`src/hdl/rht_pkg.sv`:
```
// Shared types, constants and helper functions for the refcounted handle table.
package rht_pkg;

	// Table geometry.
	localparam int HANDLE_ENTRIES  = 20;
	localparam int SLOT_ENTRIES    = 20;
	localparam int FIRST_FILE_SLOT = 4;

	localparam int HIDX_W = $clog2(HANDLE_ENTRIES);
	localparam int SIDX_W = $clog2(SLOT_ENTRIES);

	// Field types, fixed by the interface.
	typedef logic [4:0] handle_t;
	typedef logic [4:0] slot_t;
	typedef logic [1:0] kind_t;
	typedef logic [5:0] refs_t;
	typedef logic [1:0] status_t;
	typedef logic [2:0] cmd_t;

	// Handle and slot limits in field width.
	localparam handle_t H_CLOSED   = handle_t'(31);
	localparam handle_t HANDLE_CAP = handle_t'(HANDLE_ENTRIES);
	localparam slot_t   SLOT_CAP   = slot_t'(SLOT_ENTRIES);
	localparam slot_t   FIRST_SLOT = slot_t'(FIRST_FILE_SLOT);

	// Slot kinds.
	localparam kind_t K_FREE   = 2'd0;
	localparam kind_t K_FILE   = 2'd1;
	localparam kind_t K_DEVICE = 2'd2;

	localparam refs_t REFS_MAX = refs_t'(63);
	localparam refs_t REFS_ONE = refs_t'(1);

	// Result status codes.
	localparam status_t ST_OK      = 2'd0;
	localparam status_t ST_INVALID = 2'd1;
	localparam status_t ST_FULL    = 2'd2;
	localparam status_t ST_CORRUPT = 2'd3;

	// Command codes.
	localparam cmd_t CMD_LOOKUP = 3'd0;
	localparam cmd_t CMD_DUP    = 3'd1;
	localparam cmd_t CMD_DUP2   = 3'd2;
	localparam cmd_t CMD_OPEN   = 3'd3;
	localparam cmd_t CMD_CLOSE  = 3'd4;

	// Datapath micro-operations issued by the controller.
	typedef enum logic [3:0] {
		OP_NONE,
		OP_LOAD,
		OP_RESOLVE,
		OP_SSCAN,
		OP_HSCAN,
		OP_BIND,
		OP_DST,
		OP_LINK,
		OP_CLOSE,
		OP_FIN
	} op_t;

	// Controller to datapath.
	typedef struct packed {
		op_t op;
	} ctl_t;

	// Datapath to controller.
	typedef struct packed {
		cmd_t cmd;
		logic fin;
		logic hit;
	} sts_t;

	// Clamp a limit write into [FIRST_FILE_SLOT, SLOT_ENTRIES].
	function automatic slot_t clamp_limit(slot_t v);
		slot_t x;
		x = v;
		if (x < FIRST_SLOT) x = FIRST_SLOT;
		if (x > SLOT_CAP) x = SLOT_CAP;
		return x;
	endfunction

	// Reset contents of the handle map.
	function automatic handle_t hm_reset(int i);
		handle_t v;
		case (i)
			0: v = handle_t'(0);
			1: v = handle_t'(1);
			2: v = handle_t'(1);
			3: v = handle_t'(2);
			4: v = handle_t'(3);
			default: v = H_CLOSED;
		endcase
		return v;
	endfunction

	// Reset kinds: the four standard device slots are in use.
	function automatic kind_t kd_reset(int i);
		return (i < 4) ? K_DEVICE : K_FREE;
	endfunction

	// Reset reference counts.
	function automatic refs_t ct_reset(int i);
		refs_t v;
		case (i)
			0: v = refs_t'(1);
			1: v = refs_t'(2);
			2: v = refs_t'(1);
			3: v = refs_t'(1);
			default: v = refs_t'(0);
		endcase
		return v;
	endfunction

endpackage

```
`src/hdl/rht_datapath.sv`:
```
// Datapath of the handle table: table storage, scan counter and result registers.
module rht_datapath (
	input  logic                clk,
	input  logic                arst_n,
	input  rht_pkg::ctl_t       ctl,
	input  rht_pkg::cmd_t       cmd,
	input  rht_pkg::handle_t    src_handle,
	input  rht_pkg::handle_t    dst_handle,
	input  rht_pkg::kind_t      open_kind,
	input  logic                cfg_we,
	input  rht_pkg::slot_t      cfg_data,
	output rht_pkg::sts_t       sts,
	output logic                done,
	output rht_pkg::status_t    status,
	output rht_pkg::handle_t    new_handle,
	output rht_pkg::slot_t      slot_index,
	output rht_pkg::kind_t      slot_kind,
	output rht_pkg::refs_t      slot_refs
);

	// Table storage.
	rht_pkg::handle_t hm_q [rht_pkg::HANDLE_ENTRIES];
	rht_pkg::kind_t   kd_q [rht_pkg::SLOT_ENTRIES];
	rht_pkg::refs_t   ct_q [rht_pkg::SLOT_ENTRIES];
	rht_pkg::slot_t   limit_q;

	// Command registers.
	rht_pkg::cmd_t    cmd_q;
	rht_pkg::handle_t src_q;
	rht_pkg::handle_t dst_q;
	rht_pkg::kind_t   okind_q;
	rht_pkg::slot_t   s_q;
	rht_pkg::handle_t hnd_q;
	rht_pkg::handle_t i_q;
	rht_pkg::status_t st_q;
	logic             slot_ok_q;
	rht_pkg::handle_t nh_q;

	// Result registers.
	logic             done_q;
	rht_pkg::status_t status_q;
	rht_pkg::handle_t new_handle_q;
	rht_pkg::slot_t   slot_index_q;
	rht_pkg::kind_t   slot_kind_q;
	rht_pkg::refs_t   slot_refs_q;

	// Next values and write controls.
	rht_pkg::slot_t   s_d;
	rht_pkg::handle_t hnd_d;
	rht_pkg::handle_t i_d;
	rht_pkg::status_t st_d;
	logic             slot_ok_d;
	rht_pkg::handle_t nh_d;
	logic             fin;
	logic             hit;
	logic             h_we;
	rht_pkg::handle_t h_waddr;
	rht_pkg::handle_t h_wdata;
	logic             s_we;
	rht_pkg::slot_t   s_waddr;
	rht_pkg::kind_t   kd_wdata;
	rht_pkg::refs_t   ct_wdata;

	// Read ports.
	rht_pkg::handle_t h_raddr;
	rht_pkg::handle_t hm_rd;
	rht_pkg::slot_t   s_raddr;
	rht_pkg::kind_t   kd_rd;
	rht_pkg::refs_t   ct_rd;
	rht_pkg::refs_t   ct_inc;
	rht_pkg::refs_t   ct_dec;
	rht_pkg::kind_t   kd_dec;
	logic             slot_bad;
	rht_pkg::status_t res_st;

	// Handle map read address follows the running operation.
	always_comb begin
		case (ctl.op)
			rht_pkg::OP_DST:   h_raddr = dst_q;
			rht_pkg::OP_HSCAN: h_raddr = i_q;
			rht_pkg::OP_CLOSE: h_raddr = i_q;
			default:           h_raddr = src_q;
		endcase
	end

	// Out-of-range handles read as closed.
	assign hm_rd = (h_raddr < rht_pkg::HANDLE_CAP) ?
		hm_q[h_raddr[rht_pkg::HIDX_W-1:0]] : rht_pkg::H_CLOSED;

	// Slot read address: the mapped slot, the scan index or the held slot.
	always_comb begin
		case (ctl.op)
			rht_pkg::OP_RESOLVE: s_raddr = hm_rd;
			rht_pkg::OP_DST:     s_raddr = hm_rd;
			rht_pkg::OP_CLOSE:   s_raddr = hm_rd;
			rht_pkg::OP_SSCAN:   s_raddr = i_q;
			default:             s_raddr = s_q;
		endcase
	end

	// Out-of-range slots read as free and empty.
	assign kd_rd = (s_raddr < rht_pkg::SLOT_CAP) ?
		kd_q[s_raddr[rht_pkg::SIDX_W-1:0]] : rht_pkg::K_FREE;
	assign ct_rd = (s_raddr < rht_pkg::SLOT_CAP) ?
		ct_q[s_raddr[rht_pkg::SIDX_W-1:0]] : '0;

	// Saturating reference count update; the last release frees the slot.
	assign ct_inc = (ct_rd < rht_pkg::REFS_MAX) ? ct_rd + rht_pkg::REFS_ONE : ct_rd;
	assign ct_dec = (ct_rd != '0) ? ct_rd - rht_pkg::REFS_ONE : ct_rd;
	assign kd_dec = (ct_dec == '0) ? rht_pkg::K_FREE : kd_rd;

	// Resolution of the mapped slot.
	assign slot_bad = (hm_rd >= rht_pkg::SLOT_CAP) || (kd_rd == rht_pkg::K_FREE);
	assign res_st   = (hm_rd == rht_pkg::H_CLOSED) ? rht_pkg::ST_INVALID :
		slot_bad ? rht_pkg::ST_CORRUPT : rht_pkg::ST_OK;

	// Per-operation work.
	always_comb begin
		fin       = 1'b0;
		hit       = 1'b0;
		s_d       = s_q;
		hnd_d     = hnd_q;
		i_d       = i_q;
		st_d      = st_q;
		slot_ok_d = slot_ok_q;
		nh_d      = nh_q;
		h_we      = 1'b0;
		h_waddr   = i_q;
		h_wdata   = rht_pkg::H_CLOSED;
		s_we      = 1'b0;
		s_waddr   = s_raddr;
		kd_wdata  = kd_rd;
		ct_wdata  = ct_rd;
		case (ctl.op)
			rht_pkg::OP_LOAD: begin
				st_d      = rht_pkg::ST_INVALID;
				slot_ok_d = 1'b0;
				nh_d      = rht_pkg::H_CLOSED;
				i_d       = (cmd == rht_pkg::CMD_OPEN) ? rht_pkg::FIRST_SLOT : '0;
			end
			rht_pkg::OP_RESOLVE: begin
				s_d = hm_rd;
				if (res_st != rht_pkg::ST_OK) begin
					st_d = res_st;
					fin  = 1'b1;
				end else begin
					case (cmd_q)
						rht_pkg::CMD_LOOKUP: begin
							st_d      = rht_pkg::ST_OK;
							slot_ok_d = 1'b1;
							fin       = 1'b1;
						end
						rht_pkg::CMD_DUP: hit = 1'b1;
						rht_pkg::CMD_DUP2: begin
							if (dst_q >= rht_pkg::HANDLE_CAP) begin
								st_d = rht_pkg::ST_INVALID;
								fin  = 1'b1;
							end else if (src_q == dst_q) begin
								st_d      = rht_pkg::ST_OK;
								slot_ok_d = 1'b1;
								fin       = 1'b1;
							end else begin
								hit = 1'b1;
							end
						end
						default: fin = 1'b1;
					endcase
				end
			end
			rht_pkg::OP_SSCAN: begin
				if (i_q >= limit_q) begin
					st_d = rht_pkg::ST_FULL;
					fin  = 1'b1;
				end else if (kd_rd == rht_pkg::K_FREE) begin
					s_d = i_q;
					i_d = '0;
					hit = 1'b1;
				end else begin
					i_d = i_q + 5'd1;
				end
			end
			rht_pkg::OP_HSCAN: begin
				if (i_q >= rht_pkg::HANDLE_CAP) begin
					st_d = rht_pkg::ST_FULL;
					fin  = 1'b1;
				end else if (hm_rd == rht_pkg::H_CLOSED) begin
					hnd_d = i_q;
					hit   = 1'b1;
				end else begin
					i_d = i_q + 5'd1;
				end
			end
			rht_pkg::OP_BIND: begin
				h_we    = 1'b1;
				h_waddr = hnd_q;
				h_wdata = s_q;
				s_we    = 1'b1;
				if (cmd_q == rht_pkg::CMD_OPEN) begin
					kd_wdata = (okind_q == rht_pkg::K_DEVICE) ? rht_pkg::K_DEVICE :
						rht_pkg::K_FILE;
					ct_wdata = rht_pkg::REFS_ONE;
				end else begin
					ct_wdata = ct_inc;
				end
				st_d      = rht_pkg::ST_OK;
				slot_ok_d = 1'b1;
				nh_d      = hnd_q;
				fin       = 1'b1;
			end
			rht_pkg::OP_DST: begin
				if (hm_rd == rht_pkg::H_CLOSED) begin
					hit = 1'b1;
				end else if (slot_bad) begin
					st_d = rht_pkg::ST_CORRUPT;
					fin  = 1'b1;
				end else if (hm_rd == s_q) begin
					st_d      = rht_pkg::ST_OK;
					slot_ok_d = 1'b1;
					fin       = 1'b1;
				end else begin
					// Release the old target before relinking.
					s_we     = 1'b1;
					kd_wdata = kd_dec;
					ct_wdata = ct_dec;
					hit      = 1'b1;
				end
			end
			rht_pkg::OP_LINK: begin
				h_we      = 1'b1;
				h_waddr   = dst_q;
				h_wdata   = s_q;
				s_we      = 1'b1;
				ct_wdata  = ct_inc;
				st_d      = rht_pkg::ST_OK;
				slot_ok_d = 1'b1;
				fin       = 1'b1;
			end
			rht_pkg::OP_CLOSE: begin
				if (i_q >= rht_pkg::HANDLE_CAP) begin
					st_d = rht_pkg::ST_OK;
					fin  = 1'b1;
				end else if (hm_rd == rht_pkg::H_CLOSED) begin
					i_d = i_q + 5'd1;
				end else if (slot_bad) begin
					st_d = rht_pkg::ST_CORRUPT;
					fin  = 1'b1;
				end else if (hm_rd < rht_pkg::FIRST_SLOT) begin
					i_d = i_q + 5'd1;
				end else begin
					// Close a file handle and release its slot.
					s_we     = 1'b1;
					kd_wdata = kd_dec;
					ct_wdata = ct_dec;
					h_we     = 1'b1;
					i_d      = i_q + 5'd1;
				end
			end
			default: begin
			end
		endcase
	end

	assign sts.cmd = cmd_q;
	assign sts.fin = fin;
	assign sts.hit = hit;

	// Table state and limit register.
	always_ff @(posedge clk or negedge arst_n) begin
		if (!arst_n) begin
			for (int k = 0; k < rht_pkg::HANDLE_ENTRIES; k++) begin
				hm_q[k] <= rht_pkg::hm_reset(k);
			end
			for (int k = 0; k < rht_pkg::SLOT_ENTRIES; k++) begin
				kd_q[k] <= rht_pkg::kd_reset(k);
				ct_q[k] <= rht_pkg::ct_reset(k);
			end
			limit_q <= rht_pkg::clamp_limit(rht_pkg::slot_t'(20));
		end else begin
			if (h_we) begin
				hm_q[h_waddr[rht_pkg::HIDX_W-1:0]] <= h_wdata;
			end
			if (s_we) begin
				kd_q[s_waddr[rht_pkg::SIDX_W-1:0]] <= kd_wdata;
				ct_q[s_waddr[rht_pkg::SIDX_W-1:0]] <= ct_wdata;
			end
			if (cfg_we) begin
				limit_q <= rht_pkg::clamp_limit(cfg_data);
			end
		end
	end

	// Result strobe.
	always_ff @(posedge clk or negedge arst_n) begin
		if (!arst_n) begin
			done_q <= 1'b0;
		end else begin
			done_q <= (ctl.op == rht_pkg::OP_FIN);
		end
	end

	// Command and result payload registers.
	always_ff @(posedge clk) begin
		if (ctl.op == rht_pkg::OP_LOAD) begin
			cmd_q   <= cmd;
			src_q   <= src_handle;
			dst_q   <= dst_handle;
			okind_q <= open_kind;
		end
		s_q       <= s_d;
		hnd_q     <= hnd_d;
		i_q       <= i_d;
		st_q      <= st_d;
		slot_ok_q <= slot_ok_d;
		nh_q      <= nh_d;
		if (ctl.op == rht_pkg::OP_FIN) begin
			status_q     <= st_q;
			new_handle_q <= nh_q;
			slot_index_q <= slot_ok_q ? s_q : '0;
			slot_kind_q  <= slot_ok_q ? kd_rd : rht_pkg::K_FREE;
			slot_refs_q  <= slot_ok_q ? ct_rd : '0;
		end
	end

	assign done       = done_q;
	assign status     = status_q;
	assign new_handle = new_handle_q;
	assign slot_index = slot_index_q;
	assign slot_kind  = slot_kind_q;
	assign slot_refs  = slot_refs_q;

	// A failed command never reports a slot or a handle.
	assert property (@(posedge clk) disable iff (!arst_n)
		done && (status != rht_pkg::ST_OK) |->
			(new_handle == rht_pkg::H_CLOSED) && (slot_index == '0) && (slot_refs == '0))
		else $error("error result carries slot data");

	// An issued handle is always one inside the table.
	assert property (@(posedge clk) disable iff (!arst_n)
		done && (new_handle != rht_pkg::H_CLOSED) |-> (new_handle < rht_pkg::HANDLE_CAP))
		else $error("new handle outside the table");

endmodule

```
`src/hdl/rht_controller.sv`:
```
// Controller state machine of the handle table: sequences the datapath operations.
module rht_controller (
	input  logic          clk,
	input  logic          arst_n,
	input  logic          start,
	input  rht_pkg::sts_t sts,
	output rht_pkg::ctl_t ctl,
	output logic          busy
);

	typedef enum logic [9:0] {
		S_IDLE   = 10'b00_0000_0001,
		S_DECODE = 10'b00_0000_0010,
		S_RES    = 10'b00_0000_0100,
		S_SSCAN  = 10'b00_0000_1000,
		S_HSCAN  = 10'b00_0001_0000,
		S_BIND   = 10'b00_0010_0000,
		S_DST    = 10'b00_0100_0000,
		S_LINK   = 10'b00_1000_0000,
		S_CLOSE  = 10'b01_0000_0000,
		S_FIN    = 10'b10_0000_0000
	} state_t;

	state_t state_q;
	state_t state_d;

	// Next state and operation for the datapath.
	always_comb begin
		state_d = state_q;
		ctl.op  = rht_pkg::OP_NONE;
		case (state_q)
			S_IDLE: begin
				if (start) begin
					ctl.op  = rht_pkg::OP_LOAD;
					state_d = S_DECODE;
				end
			end
			S_DECODE: begin
				case (sts.cmd)
					rht_pkg::CMD_LOOKUP: state_d = S_RES;
					rht_pkg::CMD_DUP:    state_d = S_RES;
					rht_pkg::CMD_DUP2:   state_d = S_RES;
					rht_pkg::CMD_OPEN:   state_d = S_SSCAN;
					rht_pkg::CMD_CLOSE:  state_d = S_CLOSE;
					default:             state_d = S_FIN;
				endcase
			end
			S_RES: begin
				ctl.op = rht_pkg::OP_RESOLVE;
				if (sts.fin) begin
					state_d = S_FIN;
				end else if (sts.cmd == rht_pkg::CMD_DUP) begin
					state_d = S_HSCAN;
				end else begin
					state_d = S_DST;
				end
			end
			S_SSCAN: begin
				ctl.op = rht_pkg::OP_SSCAN;
				if (sts.fin) begin
					state_d = S_FIN;
				end else if (sts.hit) begin
					state_d = S_HSCAN;
				end
			end
			S_HSCAN: begin
				ctl.op = rht_pkg::OP_HSCAN;
				if (sts.fin) begin
					state_d = S_FIN;
				end else if (sts.hit) begin
					state_d = S_BIND;
				end
			end
			S_BIND: begin
				ctl.op  = rht_pkg::OP_BIND;
				state_d = S_FIN;
			end
			S_DST: begin
				ctl.op  = rht_pkg::OP_DST;
				state_d = sts.fin ? S_FIN : S_LINK;
			end
			S_LINK: begin
				ctl.op  = rht_pkg::OP_LINK;
				state_d = S_FIN;
			end
			S_CLOSE: begin
				ctl.op = rht_pkg::OP_CLOSE;
				if (sts.fin) begin
					state_d = S_FIN;
				end
			end
			S_FIN: begin
				ctl.op  = rht_pkg::OP_FIN;
				state_d = S_IDLE;
			end
			default: state_d = S_IDLE;
		endcase
	end

	// State register.
	always_ff @(posedge clk or negedge arst_n) begin
		if (!arst_n) begin
			state_q <= S_IDLE;
		end else begin
			state_q <= state_d;
		end
	end

	assign busy = (state_q != S_IDLE);

	// A scan that neither ends nor hits stays in place.
	assert property (@(posedge clk) disable iff (!arst_n)
		(state_q == S_CLOSE) && !sts.fin |=> (state_q == S_CLOSE))
		else $error("close scan left early");

	// Dup2 reaches the relink step only through the target check.
	assert property (@(posedge clk) disable iff (!arst_n)
		(state_q == S_LINK) |-> ($past(state_q) == S_DST) && (sts.cmd == rht_pkg::CMD_DUP2))
		else $error("relink without target check");

endmodule

```
`src/hdl/refcounted_handle_table_unit.sv`:
```
// Top level of the refcounted handle table: controller and datapath.
//
// A command beat is taken at a clock edge where start is high and busy is low, and
// exactly one result beat follows on done, high for a single cycle; the receiver
// cannot stall it and must take it in that cycle. Busy rises the cycle after start
// and falls in the cycle in which done is high, so a new command may be issued then.
// Commands run one at a time through a sequencer that visits one table entry per
// cycle: lookup resolves the source handle; dup2 resolves it, checks the target
// and, where needed, relinks it; dup resolves it and scans for the lowest closed
// handle; open scans the file slots for a free one, then scans for the lowest
// closed handle and binds it; close-process walks every handle in turn, or stops
// early on a corrupt entry. The handle scan and the slot scan each read one entry
// per cycle. A write to files_limit through cfg_we and cfg_data is registered and
// is clamped to the range of file slots.
module refcounted_handle_table_unit (
	input  logic                clk,
	input  logic                arst_n,
	input  logic                start,
	output logic                busy,
	input  rht_pkg::cmd_t       cmd,
	input  rht_pkg::handle_t    src_handle,
	input  rht_pkg::handle_t    dst_handle,
	input  rht_pkg::kind_t      open_kind,
	input  logic                cfg_we,
	input  rht_pkg::slot_t      cfg_data,
	output logic                done,
	output rht_pkg::status_t    status,
	output rht_pkg::handle_t    new_handle,
	output rht_pkg::slot_t      slot_index,
	output rht_pkg::kind_t      slot_kind,
	output rht_pkg::refs_t      slot_refs
);

	rht_pkg::ctl_t ctl;
	rht_pkg::sts_t sts;

	// Sequencer.
	rht_controller u_ctrl (
		.clk    (clk),
		.arst_n (arst_n),
		.start  (start),
		.sts    (sts),
		.ctl    (ctl),
		.busy   (busy)
	);

	// Table storage and result registers.
	rht_datapath u_dp (
		.clk        (clk),
		.arst_n     (arst_n),
		.ctl        (ctl),
		.cmd        (cmd),
		.src_handle (src_handle),
		.dst_handle (dst_handle),
		.open_kind  (open_kind),
		.cfg_we     (cfg_we),
		.cfg_data   (cfg_data),
		.sts        (sts),
		.done       (done),
		.status     (status),
		.new_handle (new_handle),
		.slot_index (slot_index),
		.slot_kind  (slot_kind),
		.slot_refs  (slot_refs)
	);

	// An accepted command keeps the block busy until its result.
	assert property (@(posedge clk) disable iff (!arst_n)
		start && !busy |=> busy)
		else $error("command accepted without going busy");

	// The result beat comes out only while the block is ready again.
	assert property (@(posedge clk) disable iff (!arst_n)
		done |-> !busy && !$past(done))
		else $error("result beat overlaps a busy cycle");

endmodule
```
`config.mk`:
```
export PLATFORM = sky130hd
export DESIGN_NAME = refcounted_handle_table_unit
export DESIGN_NICKNAME = d
export VERILOG_FILES = /design/src/hdl/rht_pkg.sv /design/src/hdl/rht_datapath.sv /design/src/hdl/rht_controller.sv /design/src/hdl/refcounted_handle_table_unit.sv
export SDC_FILE = /design/constraint.sdc
export NUM_CORES = 1
export LEC_CHECK = 0
export ABC_CLOCK_PERIOD_IN_PS = 6100
export BUFFER_PORTS_ARGS = -buffer_cell sky130_fd_sc_hd__buf_2
export CORE_MARGIN = 5
export CORE_UTILIZATION = 35
export DETAILED_ROUTE_END_ITERATION = 16
export GPL_TIMING_DRIVEN = 1
export PLACE_DENSITY = 0.49
export SYNTH_ARGS = -nofsm -noshare
export SYNTH_HDL_FRONTEND = slang
export SYNTH_SLANG_ARGS = --single-unit
```
`constraint.sdc`:
```
create_clock -name clk -period 6.1 [get_ports clk]
set_input_delay 0 -clock clk [delete_from_list [all_inputs] [get_ports clk]]
set_output_delay 0 -clock clk [all_outputs]
set_load 0.05 [all_outputs]
```
Yosys cells after proc, flatten, opt, wreduce, memory -nomap -nowiden
Cells that the tools add are included.
{"block": "totals", "register_bits": 334, "inputBits": 24, "out_inout_bits": 22}
{"block": "op_classes", "n_addsub": 3, "order_cmp": 15, "n_eq_ne": 53, "mux": 131, "bitwise": 4, "n_reduce_logical": 24}
{"op": "$bwmux W120", "count": 1}
{"op": "$bwmux W100", "count": 1}
{"op": "$mux W5", "count": 17}
{"op": "$mux W6", "count": 14}
{"op": "$mux W10", "count": 8}
{"op": "$pmux W10 S8", "count": 1}
{"op": "$mux W2", "count": 27}
{"op": "$pmux W5 S2", "count": 5}
{"op": "$bwmux W40", "count": 1}
{"op": "$pmux W4 S9", "count": 1}
{"op": "$mux W1", "count": 33}
{"op": "$bmux W6 S5", "count": 1}
{"op": "$demux W6 S5", "count": 1}
{"op": "$pmux W10 S3", "count": 1}
{"op": "$bmux W5 S5", "count": 1}
{"op": "$demux W5 S5", "count": 1}
{"op": "$pmux W6 S4", "count": 1}
{"op": "$pmux W5 S4", "count": 1}
{"op": "$ge A6 B6 Y1 const B", "count": 3}
{"op": "$not A5 Y6", "count": 3}
{"op": "$eq A4 B3 Y1 const B", "count": 4}
{"op": "$ne A2 B2 Y1 const B", "count": 8}
{"op": "$ge A5 B5 Y1 const B", "count": 3}
{"op": "$pmux W2 S7", "count": 1}
{"op": "62 further kinds", "count": 92}

Depth between registers and ports, before layout
{"block": "logic_depth", "ltp_word": 26, "ltp_mapped": 28, "depth_no_buf": 20}

Hierarchy
From an unflattened synthesis, not the netlist that was laid out.
{"block": "hier_totals", "hier_cells": 1698, "area_unflattened_um2": 17815.8}
{"module": "rht_datapath", "instances": 1, "cells_per_inst": 1595, "area_per_inst_um2": 16912.5}
{"module": "rht_controller", "instances": 1, "cells_per_inst": 103, "area_per_inst_um2": 903.4}

Worst setup path after synthesis
No wires, ideal clock.
{"block": "synth_timing", "kind": "reg-to-reg", "from": "register u_ctrl.state_q[8]", "to": "register u_dp.ct_q[28] (netlist name)", "setup_ns": 0.125, "arrival_ns": 5.413, "required_time_ns": 5.975, "path_slack_ns": 0.562, "path_stages_with_launch": 29, "n_path_buf": 8, "cell_sequence": "dfrtp_1 > buf_6 > or3b_4 > o21a_1 > o21ai_4 > nand2_4 > buf_6 > buf_6 > nand2_1 > a31oi_1 > a211o_1 > o21ai_4 > buf_2 > buf_6 > buf_2 > buf_4 > a21o_1 > a21oi_1 > o211ai_1 > nand3_1 > inv_1 > ha_1 > inv_1 > nor2_1 > a31oi_1 > a211o_1 > a221o_1 > buf_2 > mux2_2"}
{"block": "synth_between", "elab_chain_cells": 24}
{"item": "start: declaration", "line_no": "rht_controller.sv:24", "text": "state_t state_q;"}
{"item": "start signal: assignment", "line_no": "rht_controller.sv:105", "text": "state_q <= state_d;"}
{"item": "$eq A10 B10 Y1 (tied with other cells)", "line_no": "rht_controller.sv:31", "text": "case (state_q)"}
{"item": "$pmux W4 S9 *", "line_no": "rht_controller.sv:31"}
{"item": "$eq A4 B3 Y1 / $eq A4 B4 Y1 (equally long branches)", "line_no": "rht_datapath.sv:78, rht_datapath.sv:92"}
{"item": "$reduce_or A2 Y1 (no line)"}
{"item": "$pmux W5 S2", "line_no": "rht_datapath.sv:78", "text": "case (ctl.op)"}
{"item": "$not A5 Y6 (not written as such)", "line_no": "rht_datapath.sv:88", "text": "hm_q[h_raddr[rht_pkg::HIDX_W-1:0]] : rht_pkg::H_CLOSED;"}
{"item": "$bmux W5 S5", "line_no": "rht_datapath.sv:88"}
{"item": "$mux W5 (not written as such) (2 in series)", "line_no": "rht_datapath.sv:88"}
{"item": "(+7 left out)"}
{"item": "named net u_dp.ct_rd[0]", "line_no": "rht_datapath.sv:69", "text": "rht_pkg::refs_t ct_rd;"}
{"item": "$sub A6 B1 Y6 / $reduce_bool A6 Y1 (equally long branches)", "line_no": "rht_datapath.sv:109", "text": "assign ct_dec = (ct_rd != '0) ? ct_rd - rht_pkg::REFS_ONE : ct_rd;"}
{"item": "$mux W6", "line_no": "rht_datapath.sv:109"}
{"item": "$mux W6", "line_no": "rht_datapath.sv:247", "text": "end else if (hm_rd < rht_pkg::FIRST_SLOT) begin"}
{"item": "$mux W6", "line_no": "rht_datapath.sv:244", "text": "end else if (slot_bad) begin"}
{"item": "$mux W6", "line_no": "rht_datapath.sv:242", "text": "end else if (hm_rd == rht_pkg::H_CLOSED) begin"}
{"item": "$mux W6", "line_no": "rht_datapath.sv:239", "text": "if (i_q >= rht_pkg::HANDLE_CAP) begin"}
{"item": "$pmux W6 S4 *", "line_no": "rht_datapath.sv:134", "text": "case (ctl.op)"}
{"item": "$bwmux W120 *", "line_no": "rht_datapath.sv:284", "text": "ct_q[s_waddr[rht_pkg::SIDX_W-1:0]] <= ct_wdata;"}
{"item": "end signal: indexed assignment", "line_no": "rht_datapath.sv:275", "text": "ct_q[k] <= rht_pkg::ct_reset(k);"}
{"item": "end signal: indexed assignment", "line_no": "rht_datapath.sv:284"}
{"item": "end: declaration", "line_no": "rht_datapath.sv:24", "text": "rht_pkg::refs_t ct_q [rht_pkg::SLOT_ENTRIES];"}
The timed path passes the listed nets; every way through them passes the cells marked *. The select of a mux whose other input is x is not followed.
A chain may end at the register's enable or synchronous reset.

Worst setup path in the final report
{"block": "layout_timing", "from": "register u_ctrl.state_q[8]", "to": "register u_dp.ct_q[40] (netlist name)"}
The elaborated chain is that of the path after synthesis.

==> flow_summary.ini <==
[run_status]
status = finished clean

[worst_setup_path]
worstPathMaxFanout = 34
worst_setup_path_start_kind = register
r2r_start = u_ctrl.state_q[8]
crit_arrival_ps = 6320
crit_type = reg2reg
cp-end-kind = register
ff2ff_setup_slack_ps = 220
critPathRequiredTime_ps = 6530
r2r_cells = 24
r2r_end = u_dp.ct_q[40]

[drt]
routed_wl_um = 52000
drc = 0
met1_length_um = 23900
wl_met2_um = 24600
firstDrtPassIters = 5
wl_per_cell_um = 21.0
viasPerCell = 5.33
antenna_left = 0
dr_wl_met3_um = 2110
dr_total_vias = 13170
dr.max_layer_used = met4
first_iter_violations = 812

[yosys]
synth-seq-area-share_pct = 50.8
synth_edf_count = 58
synth_compound_area_share_pct = 13.3
synth-xor-area-share_pct = 0.965
ys_types = 93
syn_area_um2 = 17200
synth_top_area_share_pct = 26.8
yosysWarnings = 0
synth_fa_ha_area_share_pct = 0.726
synth_top_family_by_area = multiplexers
synth_seq_cells = 334
yosys.area.top_type = dfrtp_1
muxShareOfSynthArea_pct = 17.1
postSynthCellCount = 1544
synthSimpleGateAreaFrac_pct = 13.5
synthFlopType = dfrtp_1
synthArstFlopShare_pct = 82.6
syn_area_per_cell_um2 = 11.2
synth_nets = 1578
synth_area_leaders = dfrtp_1 27%, mux2_2 15%, dfstp_2 14%

[die]
start_util_pct = 35.3
dieWidth_um = 232
fp.dieArea_um2 = 53800
fp-row-count = 81
core_um2 = 48800
die_y_um = 232
num_io_pins = 46

[clock_network]
h-tree-depth = 2
cts_inserted_buffers = 39
clkSinkCount = 334
clockBufferDepth = 3
clkTransAtPathRegs_ps = 60
insertion_delay_ps = 550
root_buffer = clkbuf_16
cts_tree = built

[sta]
rsz0062_at_grt = no
period_needed_ps = 5880
holdWs_ps = 149
post-route-period-util_pct = 96.4
fin_skew_ps = 12.4
setup_ws_ps = 217
drv_slew = 0
fmax_mhz = 170
hold_viol = 0
setup_viol_count_final = 0
tightest_slew_ps = 1190
relSlewSlack_pct = 20.1
fin_tns_setup_ps = 0

[flow_run]
maxCapViolations = 0

[cells_and_area]
fin_cells = 2473
syn_to_final_growth_pct = 24.6
layout-drive-gt1-share_pct = 39.9
layout_commonest_cell = mux2_2
fin_nets = 1814
most-common-layout-cells = 236 x mux2_2, 194 x buf_4, 182 x dfrtp_1
antenna_cells = 0

[place]
dp.cells = 2371
dpl_worst_slack_ps = -68.2
dp_hpwl_um = 36600
place.gp.congestion = 0.867
port-buffer-count = 45

[global_routing]
grt_max_degree = 167
grt_pass1_wl_um = 81000
grt_pass1_vias = 13512
antenna_found_initial = 0
overflow = 0
grt_usage_pct = 19.2

[pwr]
ir_drop_uv = 200
p_leak_nw = 9.26
power.density_nw_per_um2 = 320

[hold_path]
hp-class = in2async
## registers in the layout, indices dropped and copies added (netlist names), 3 cells and up
| name | count |
|---|---|
| u_dp.dst_q | 5 |
| u_dp.new_handle | 5 |
| u_dp.kd_q | 40 |
| u_ctrl.state_q | 10 |
| u_dp.src_q | 5 |
| u_dp.hnd_q | 5 |
| u_dp.hm_q | 100 |
| u_dp.i_q | 5 |
| u_dp.cmd_q | 3 |
| u_dp.s_q | 5 |
| u_dp.limit_q | 5 |
| u_dp.slot_index | 5 |
| u_dp.nh_q | 5 |
| u_dp.ct_q | 120 |
| u_dp.slot_refs | 6 |
## worst max-delay path, stage by stage, from the launching register on
cell	delay, ps
dfrtp_2	490
or3b_4	440
o21a_1	180
o21ai_4	280
nand2_8	170
buf_12	200
a211oi_2	200
a31oi_1	80
a211o_1	400
buf_4	220
o21ai_4	240
buf_12	230
a21o_1	140
a21oi_1	40
o211ai_1	370
nand3_2	230
inv_1	130
ha_1	180
inv_1	60
nor2_1	170
a31oi_1	130
a211o_1	300
a221o_1	390
buf_12	170
mux2_2	260
## routing by layer
layer	vias to the layer above	GRT usage, %
met5	-	0
met4	0	5.76
met3	93	3.14
met2	267	31.4
met1	6654	26.4
li1	6156	-
## how the worst max path moves through the flow
stage                          to  cells past startpoint  slack, ps         startpoint
global route        u_dp.ct_q[46]                     24          3  u_ctrl.state_q[8]
global placement    u_dp.kd_q[14]                     23       -130  u_ctrl.state_q[3]
finish              u_dp.ct_q[40]                     24        220  u_ctrl.state_q[8]
floorplan           u_dp.ct_q[28]                     28        560  u_ctrl.state_q[8]
detailed placement  u_dp.kd_q[30]                     23        -70  u_ctrl.state_q[3]
CTS                 u_dp.hm_q[69]                     21          6  u_ctrl.state_q[6]
## repair_timing
| action | in CTS | in global routing |
|---|---|---|
| endpoints found under the hold margin | 75 | 0 |
| setup buffers | 0 | 3 |
| pin swaps | 0 | 6 |
| hold buffers | 29 | 0 |
| gates resized for setup | 2 | 43 |
| setup endpoints to repair | 52 | 261 |
## metrics by stage
stage                     power [mW]  area (um2)  util [%]
final                           6.87       21500      44.0
after global routing            7.19       21500      44.0
after CTS                       6.89       21300      43.5
after detailed placement        4.36       19600      40.1
after global placement          4.36       19600      40.1
after floorplan                 3.55       17200         -
## cells by family (layout without fill, tap and decap cells)
| group | count (synthesis) | in the layout |
|---|---|---|
| simple gates | 470 | 470 |
| fa+ha+maj | 10 | 10 |
| buf+inv | 124 | 389 |
| mux | 265 | 265 |
| compound gates | 322 | 322 |
| xor+xnor | 19 | 19 |
| flops | 334 | 334 |
## cell type report
type	count	area (um2)
clock buffers	56	1200
multi-input cells	1086	8070
clock inverters	14	168
flip-flops and latches	334	8770
fillers	4719	27400
inverters	32	120
repair buffers	287	2340
well taps	664	831
## synth_stat cells, drive strengths merged (11+ instances only)
library cell / number
mux2: 237
dfrtp: 185
nand2: 178
nor2: 93
dfstp: 91
a21oi: 66
o21ai: 63
edfxtp: 58
buf: 55
nand3: 54
clkbuf: 37
inv: 31
mux2i: 28
o211ai: 24
a211oi: 23
nor3: 23
a32oi: 21
and3: 19
or3: 15
a31oi: 14
and2: 14
nand2b: 13
nand4: 12
o22ai: 11
## power breakdown
group          switching [mW]  leakage [nW]  internal, mW
Sequential             0.0913          4.03          2.41
Clock                   0.940         0.677          1.53
Combinational            1.18          4.55         0.714
Total                    2.21          9.26          4.66
No activity file was read; power rests on OpenSTA's default activity.
